==> src/rtl/core/frustum_cull_test_core_macros.svh <==
// Assertion helpers shared by the culling core.
// All checks sample on clk_i and are off while rst_ni is low.
`ifndef FRUSTUM_CULL_TEST_CORE_MACROS_SVH
`define FRUSTUM_CULL_TEST_CORE_MACROS_SVH
`ifndef SYNTHESIS
// Check a property on every rising edge of clk_i
`define FCT_ASSERT(lbl, prop, msg) \
  lbl: assert property (@(posedge clk_i) disable iff (!rst_ni) (prop)) else $error(msg);
// Check that a condition leads to a consequence in the next cycle
`define FCT_ASSERT_NEXT(lbl, ante, cons, msg) \
  lbl: assert property (@(posedge clk_i) disable iff (!rst_ni) (ante) |=> (cons)) else $error(msg);
`else
`define FCT_ASSERT(lbl, prop, msg)
`define FCT_ASSERT_NEXT(lbl, ante, cons, msg)
`endif
`endif

==> src/rtl/core/fct_pkg.sv <==
`default_nettype none
package fct_pkg;

  // Geometry of the plane chain
  localparam int unsigned NUM_PLANES = 6;
  localparam int unsigned CFG_IDX_W  = 3;
  localparam int unsigned PLANE_W    = 64;

  // Field widths
  localparam int unsigned TYPE_W     = 2;
  localparam int unsigned COORD_W    = 16;
  localparam int unsigned EXT_W      = 15;
  localparam int unsigned COEF_W     = 16;
  localparam int unsigned ABS_SUM_W  = 17;
  localparam int unsigned PROD_W     = 32;
  localparam int unsigned EXTRA_W    = 32;
  localparam int unsigned BIAS_W     = 34;
  localparam int unsigned SUM_W      = 35;
  localparam int unsigned FRAC_SHIFT = 14;

  // Request kinds
  localparam logic [TYPE_W-1:0] REQ_POINT    = 2'd0;
  localparam logic [TYPE_W-1:0] REQ_SPHERE   = 2'd1;
  localparam logic [TYPE_W-1:0] REQ_CUBE     = 2'd2;
  localparam logic [TYPE_W-1:0] REQ_CUBE_ALT = 2'd3;

  // One primitive travelling down the chain, with its running verdict
  typedef struct packed {
    logic [TYPE_W-1:0]         req_type;
    logic signed [COORD_W-1:0] pos_x;
    logic signed [COORD_W-1:0] pos_y;
    logic signed [COORD_W-1:0] pos_z;
    logic [EXT_W-1:0]          extent;
    logic                      survive;
  } item_t;

endpackage
`default_nettype wire

==> src/rtl/core/fct_cell.sv <==
`default_nettype none
`include "frustum_cull_test_core_macros.svh"
module fct_cell (
  input  logic                         clk_i,
  input  logic                         rst_ni,
  input  logic                         plane_we_i,
  input  logic [fct_pkg::PLANE_W-1:0]  plane_data_i,
  input  logic                         in_valid_i,
  input  fct_pkg::item_t               in_item_i,
  output logic                         in_ready_o,
  output logic                         out_valid_o,
  output fct_pkg::item_t               out_item_o,
  input  logic                         out_ready_i
);

  // Plane storage and its precomputed |A|+|B|+|C|
  logic [fct_pkg::PLANE_W-1:0]   plane_q;
  logic [fct_pkg::ABS_SUM_W-1:0] abs_sum_q, abs_sum_d;
  logic signed [fct_pkg::COEF_W-1:0] wr_a, wr_b, wr_c;
  logic [fct_pkg::COEF_W-1:0] abs_a, abs_b, abs_c;
  logic signed [fct_pkg::COEF_W-1:0] coef_a, coef_b, coef_c, coef_d;

  // Stage one: products and bias
  logic                               s1_valid_q;
  fct_pkg::item_t                     s1_item_q;
  logic signed [fct_pkg::PROD_W-1:0]  prod_a_q, prod_b_q, prod_c_q;
  logic signed [fct_pkg::PROD_W-1:0]  prod_a_d, prod_b_d, prod_c_d;
  logic signed [fct_pkg::BIAS_W-1:0]  bias_q, bias_d;
  logic [fct_pkg::EXTRA_W-1:0]        extra_d;
  logic                               s1_ready;

  // Stage two: sum, compare, verdict
  logic                               s2_valid_q;
  fct_pkg::item_t                     s2_item_q, s2_item_d;
  logic signed [fct_pkg::SUM_W-1:0]   dist_sum;
  logic                               reject;
  logic                               s2_ready;

  // Split incoming write data and take absolute values
  assign wr_a  = plane_data_i[15:0];
  assign wr_b  = plane_data_i[31:16];
  assign wr_c  = plane_data_i[47:32];
  assign abs_a = wr_a[fct_pkg::COEF_W-1] ? fct_pkg::COEF_W'(-wr_a) : wr_a;
  assign abs_b = wr_b[fct_pkg::COEF_W-1] ? fct_pkg::COEF_W'(-wr_b) : wr_b;
  assign abs_c = wr_c[fct_pkg::COEF_W-1] ? fct_pkg::COEF_W'(-wr_c) : wr_c;
  assign abs_sum_d = fct_pkg::ABS_SUM_W'(abs_a) + fct_pkg::ABS_SUM_W'(abs_b)
                   + fct_pkg::ABS_SUM_W'(abs_c);

  // Load the plane on a configuration write
  always_ff @(posedge clk_i or negedge rst_ni) begin
    if (!rst_ni) begin
      plane_q   <= '0;
      abs_sum_q <= '0;
    end else if (plane_we_i) begin
      plane_q   <= plane_data_i;
      abs_sum_q <= abs_sum_d;
    end
  end

  assign coef_a = plane_q[15:0];
  assign coef_b = plane_q[31:16];
  assign coef_c = plane_q[47:32];
  assign coef_d = plane_q[63:48];

  // Form the three products of the normal with the center
  assign prod_a_d = coef_a * in_item_i.pos_x;
  assign prod_b_d = coef_b * in_item_i.pos_y;
  assign prod_c_d = coef_c * in_item_i.pos_z;

  // Select the extent term by request kind
  always_comb begin
    case (in_item_i.req_type) inside
      fct_pkg::REQ_POINT:  extra_d = '0;
      fct_pkg::REQ_SPHERE: extra_d = {3'b000, in_item_i.extent, 14'b0};
      fct_pkg::REQ_CUBE, fct_pkg::REQ_CUBE_ALT:
        extra_d = fct_pkg::EXTRA_W'(in_item_i.extent) * fct_pkg::EXTRA_W'(abs_sum_q);
      default:             extra_d = '0;
    endcase
  end

  // Bias is D aligned to the product scale plus the extent term
  assign bias_d = {{(fct_pkg::BIAS_W - fct_pkg::COEF_W - fct_pkg::FRAC_SHIFT)
                    {coef_d[fct_pkg::COEF_W-1]}},
                   coef_d, {fct_pkg::FRAC_SHIFT{1'b0}}}
                + {{(fct_pkg::BIAS_W - fct_pkg::EXTRA_W){1'b0}}, extra_d};

  // Handshake between stages: a stage takes new data when empty or draining
  assign s2_ready   = !s2_valid_q || out_ready_i;
  assign s1_ready   = !s1_valid_q || s2_ready;
  assign in_ready_o = s1_ready;

  always_ff @(posedge clk_i or negedge rst_ni) begin
    if (!rst_ni) begin
      s1_valid_q <= 1'b0;
      s2_valid_q <= 1'b0;
    end else begin
      if (s1_ready) begin
        s1_valid_q <= in_valid_i;
      end
      if (s2_ready) begin
        s2_valid_q <= s1_valid_q;
      end
    end
  end

  // Stage one payload
  always_ff @(posedge clk_i) begin
    if (s1_ready && in_valid_i) begin
      s1_item_q <= in_item_i;
      prod_a_q  <= prod_a_d;
      prod_b_q  <= prod_b_d;
      prod_c_q  <= prod_c_d;
      bias_q    <= bias_d;
    end
  end

  // Sum the distance and drop the survive flag on reject
  assign dist_sum = fct_pkg::SUM_W'(prod_a_q) + fct_pkg::SUM_W'(prod_b_q)
                  + fct_pkg::SUM_W'(prod_c_q) + fct_pkg::SUM_W'(bias_q);
  assign reject   = dist_sum[fct_pkg::SUM_W-1] || (dist_sum == '0);

  always_comb begin
    s2_item_d         = s1_item_q;
    s2_item_d.survive = s1_item_q.survive && !reject;
  end

  always_ff @(posedge clk_i) begin
    if (s2_ready && s1_valid_q) begin
      s2_item_q <= s2_item_d;
    end
  end

  assign out_valid_o = s2_valid_q;
  assign out_item_o  = s2_item_q;

  // A rejected item never regains the survive flag
  `FCT_ASSERT_NEXT(a_survive_sticky, s1_valid_q && s2_ready && !s1_item_q.survive, s2_valid_q && !s2_item_q.survive, "survive flag set again after reject")
  // An item in stage one moves on when stage two can take it
  `FCT_ASSERT_NEXT(a_s1_advance, s1_valid_q && s2_ready, s2_valid_q, "stage one item lost")
  // A stalled result holds its verdict
  `FCT_ASSERT_NEXT(a_s2_hold, s2_valid_q && !out_ready_i, s2_valid_q && $stable(s2_item_q), "stalled result changed")

endmodule
`default_nettype wire

==> config.mk <==
export PLATFORM = sky130hd
export DESIGN_NAME = fct_cell
export DESIGN_NICKNAME = d
export VERILOG_FILES = /design/src/rtl/core/fct_pkg.sv /design/src/rtl/core/fct_cell.sv
export VERILOG_INCLUDE_DIRS = /design/src /design/src/rtl/core
export SDC_FILE = /design/constraint.sdc
export NUM_CORES = 2
export LEC_CHECK = 0
export ABC_AREA = 1
export BUFFER_PORTS_ARGS = -buffer_cell sky130_fd_sc_hd__buf_2
export CAP_MARGIN = 10
export CORE_ASPECT_RATIO = 1.4
export CORE_UTILIZATION = 36
export DETAILED_ROUTE_END_ITERATION = 10
export SLEW_MARGIN = 20
export SYNTH_ARGS = -nofsm -noshare
export SYNTH_HDL_FRONTEND = slang
export SYNTH_SLANG_ARGS = --single-unit
==> constraint.sdc <==
create_clock -name clk_i -period 11.36 [get_ports clk_i]
set_input_delay 1.704 -clock clk_i [delete_from_list [all_inputs] [get_ports clk_i]]
set_output_delay 1.704 -clock clk_i [all_outputs]
set_load 0.03 [all_outputs]
### After elaboration in Yosys (flattened, before gate mapping)

Index checks and enable logic that the tools add are counted.
Widths: inputs -> output; s select.

* output and inout bits: 68
* flip-flop bits (word level): 345
* input port bits: 135

* reduce and logical (&&, ||, !) cells: 12
* muxes and demuxes: 6
* multipliers: 4
* eq/ne operators: 3
* add/sub/neg operators: 9

Operator list (number)
* $mul 16x16->32: 3
* $mux 32: 3
* $mux 16: 3
* $neg 16->16: 3
* $add 34x34->35: 1
* $logic_not 35->1: 1
* $add 30x33->34: 1
* $add 33x32->34: 1
* $add 32x32->33: 1
* $mul 15x17->32: 1
* $add 16x16->17: 1
* $add 17x16->17: 1
* $eq 2x2->1 const B: 2
* $logic_and 1x1->1: 3
* $logic_not 1->1: 3
* $logic_or 1x1->1: 3
* $eq 2x1->1 const B: 1
* $logic_not 2->1: 1
* $reduce_or 2->1: 1

### Depth between registers and ports, before layout

* depth after elaboration: 7
* gate-level depth with buffers: 38
* gate-level depth less buffers: 36

### Worst setup path before layout

No wires, ideal clock.

* kind: input to register
* from: input in_item_i[1] (netlist bit)
* to: register bias_q[28] (netlist bit) (data pin)
* slack: 3.090 ns
* cell stages on the path: 31
* arrival time: 8.011 ns
* path buffers: 2
* library setup time: 0.259 ns
* cell sequence: clkbuf_1 clkbuf_1 nand2_1 fa_1 fa_1 inv_1 fa_1 fa_1 fa_1 inv_1 fa_1 inv_1 ha_1 nand2_1 inv_1 a21boi_0 o21ai_1 a21oi_1 o21ai_0 nand2_1 ha_1 inv_1 fa_1 inv_1 a21oi_1 o21ai_2 a21boi_1 o21ai_0 nand2_1 nand2_1 xor2_1

* cells in the longest elaborated chain, start to end: 5

Ends and longest elaborated chain
* from (decl): line fct_cell.sv:9 `input fct_pkg::item_t in_item_i,`
* $mul 15x17->32: line fct_cell.sv:76 `extra_d = fct_pkg::EXTRA_W'(in_item_i.extent) * fct_pkg::EXTRA_W'(abs_sum_q);`
* $mux 32: line fct_cell.sv:72 `case (in_item_i.req_type) inside`
* $mux 32 (*) (2 in series): line fct_cell.sv:72
* $add 30x33->34 (*): line fct_cell.sv:85 `+ {{(fct_pkg::BIAS_W - fct_pkg::EXTRA_W){1'b0}}, extra_d};`
* named net bias_d, one bit: line fct_cell.sv:28 `logic signed [fct_pkg::BIAS_W-1:0] bias_q, bias_d;`
* to (signal assigned): line fct_cell.sv:113 `bias_q <= bias_d;`
* to (decl): line fct_cell.sv:28

The timed path passes the listed nets; every way through them passes the cells marked *.
A chain may end at the register's enable or synchronous reset.

### Worst setup path in the final report

* from: input in_item_i[7] (netlist bit)
* to: register bias_q[28] (netlist bit) (data pin)

The elaborated chain is that of the path after synthesis.

==> results.json <==
{
  "ys.flop_type": "edfxtp_1",
  "path_clk_slew_ns": 0.07,
  "layout.nets": 8368,
  "cts_sinks": 345,
  "max-clock-path-buffers": 3,
  "h-tree-depth": 2,
  "syn_avg_cell_area_um2": 8.46,
  "rows": 172,
  "vias": 42400,
  "synth_top_area_share": 0.372,
  "clk_latency_ns": 0.64,
  "ys_ff_latch": 345,
  "yosys.cell_types.count": 50,
  "cts_setup_buffers": 0,
  "antenna_found_initial": 35,
  "finalMaxSlewViolations": 0,
  "cpPeakStageDelay_ns": 0.60,
  "synth_commonest_cells": "inv_1 (1865), nand2_1 (1738), fa_1 (1063)",
  "drtIter0Drc": 2218,
  "ctsHoldBuffers": 0,
  "max_freq_mhz": 119,
  "crit_type": "in2reg",
  "design.core.area_um2": 157000,
  "cts_tree": "built",
  "cts_made_buffers": 43,
  "vias_per_cell": 4.77,
  "syn_nets": 8370,
  "wl_um": 162000,
  "synth_enable_flop_cells": 262,
  "yosys-top-cells-area": "fa_1 (37%), edfxtp_1 (14%), inv_1 (12%)",
  "setup_violations": 0,
  "areaGrowthSynthToFinish_pct": 7.59,
  "synth_cells": 6759,
  "ioPinCount": 203,
  "end_kind": "flip-flop",
  "wl_per_cell_um": 18.2,
  "antenna_left": 0,
  "path_common_cell": "fa_1",
  "grt_max_degree": 76,
  "synthArstFlopShare": 0.241,
  "critPathRequiredTime_ns": 11.72,
  "io_buffers": 202,
  "yosysTopAreaCell": "fa_1",
  "cts-root-buf": "clkbuf_16",
  "period_share": 0.740,
  "fin_setup_tns_ns": 0,
  "worst_slew_pin_slew_ns": 1.10,
  "cp_max_fo": 19,
  "outcome": "completed",
  "die_h_um": 473,
  "skew_ns": 0.0288,
  "hpwl_um": 135000,
  "ys_warn_count": 0,
  "hold_viol": 0,
  "synthMostInstantiatedCell": "inv_1",
  "start_kind": "primary input",
  "crit_arrival_ns": 8.77,
  "gr-total-overflow": 0,
  "slew_headroom": 0.264,
  "hold_path.class": "reg2reg",
  "ys_seq_area_frac": 0.174,
  "crit_slowest_cell": "fa_1",
  "track_usage": 0.208,
  "period_minus_slack_ns": 8.41,
  "grt_setup_unrepaired": "false",
  "initial_utilization": 0.363,
  "route.detailed.drc": 0,
  "dr.pass1.iters": 6,
  "finish.utilization": 0.391,
  "syn_area_um2": 57200,
  "grt_pass1_wl_um": 257000,
  "drive_above_1_share": 0.0501,
  "grt_pass1_vias": 46000,
  "chipWidth_um": 339,
  "cts_resized": 0,
  "gp_congestion": 0.925,
  "drv_cap": 0,
  "dieArea_um2": 160000
}
==> logic make-up after synthesis <==
logic type / count (synthesis) / synth area share
simple gates: 2130 / 0.146
xor+xnor: 191 / 0.0293
fa+ha+maj: 1476 / 0.463
compound gates: 472 / 0.0468
buf+inv: 2145 / 0.141
flops: 345 / 0.174
==> routing by layer <==
metal,part of all wire,vias to the layer above,GRT usage,wire length [um]
li1,-,19700,-,-
met1,0.39,21400,0.244,63700
met2,0.52,1005,0.381,83700
met3,0.048,292,0.0313,7780
met4,0.040,32,0.0774,6530
met5,0.0012,-,0,189
==> sequential cells by signal (all words and copies together), names as in the netlist <==
signal	count
abs_sum_q	17
s1_valid_q	1
bias_q	34
out_item_o	66
prod_a_q	32
out_valid_o	1
plane_q	64
s1_item_q	66
prod_b_q	32
prod_c_q	32
==> cells in the final DEF, fill, tap and decap left out, types with 18 or more instances in the layout <==
| master | instances |
|---|---|
| nand2_1 | 1738 |
| buf_2 | 200 |
| o21ai_0 | 175 |
| edfxtp_1 | 262 |
| clkbuf_16 | 45 |
| dfrtp_1 | 83 |
| ha_1 | 413 |
| xor2_1 | 115 |
| a21oi_1 | 186 |
| buf_4 | 31 |
| nand4_1 | 33 |
| nand3_1 | 99 |
| inv_1 | 1863 |
| diode_2 | 18 |
| nor3_1 | 40 |
| fa_1 | 1063 |
| xnor2_1 | 76 |
| nor2_1 | 190 |
==> through the flow <==
stage	setup slack (ns)	std cells	hold WS (ns)	instance area, um2
3_3_place_gp	2.48	8799	0.401	60000
4_1_cts	3.06	8876	0.411	61400
6_report	2.95	8895	0.405	61500
2_1_floorplan	3.09	6759	0.400	57200
3_5_place_dp	2.41	8799	0.405	60000
5_1_grt	2.55	8889	0.423	61500
==> worst max-delay path, delay by kind of cell <==
family,cells,cell delay [ns]
fa+ha+maj,8,3.86
compound gates,8,1.40
simple gates,6,0.87
buf+inv,5,0.61
xor+xnor,2,0.32
==> worst paths after layout <==
path / start / to / slack, ns / depth (start not counted)
max: in_item_i[7] / bias_q[28]$_DFFE_PP_ / 2.95 / 29
min: s1_item_q[17]$_DFFE_PP_ / out_item_o[17]$_DFFE_PP_ / 0.41 / 0
max reg2reg: abs_sum_q[6]$_DFFE_PN0P_ / bias_q[33]$_DFFE_PP_ / 3.37 / 28
min reg2reg: s1_item_q[17]$_DFFE_PP_ / out_item_o[17]$_DFFE_PP_ / 0.41 / 0
max in group asynchronous: rst_ni / plane_q[16]$_DFFE_PN0P_ / 9.24 / 3
min in group asynchronous: rst_ni / out_valid_o$_DFFE_PN0P_ / 1.01 / 1
==> layout make-up <==
| class | instances | area [um2] |
|---|---|---|
| diodes | 18 | 45.0 |
| clock buffers | 51 | 1160 |
| clock inverters | 26 | 299 |
| fillers | 15900 | 95800 |
| inverters | 1866 | 7010 |
| multi-input cells | 4269 | 39200 |
| flip-flops and latches | 345 | 9940 |
| well taps | 2088 | 2610 |
| repair buffers | 232 | 1250 |
Power is left out: the tool's default activity adds up to more than one toggle a clock period on the data nets, which glitch-free logic cannot reach.
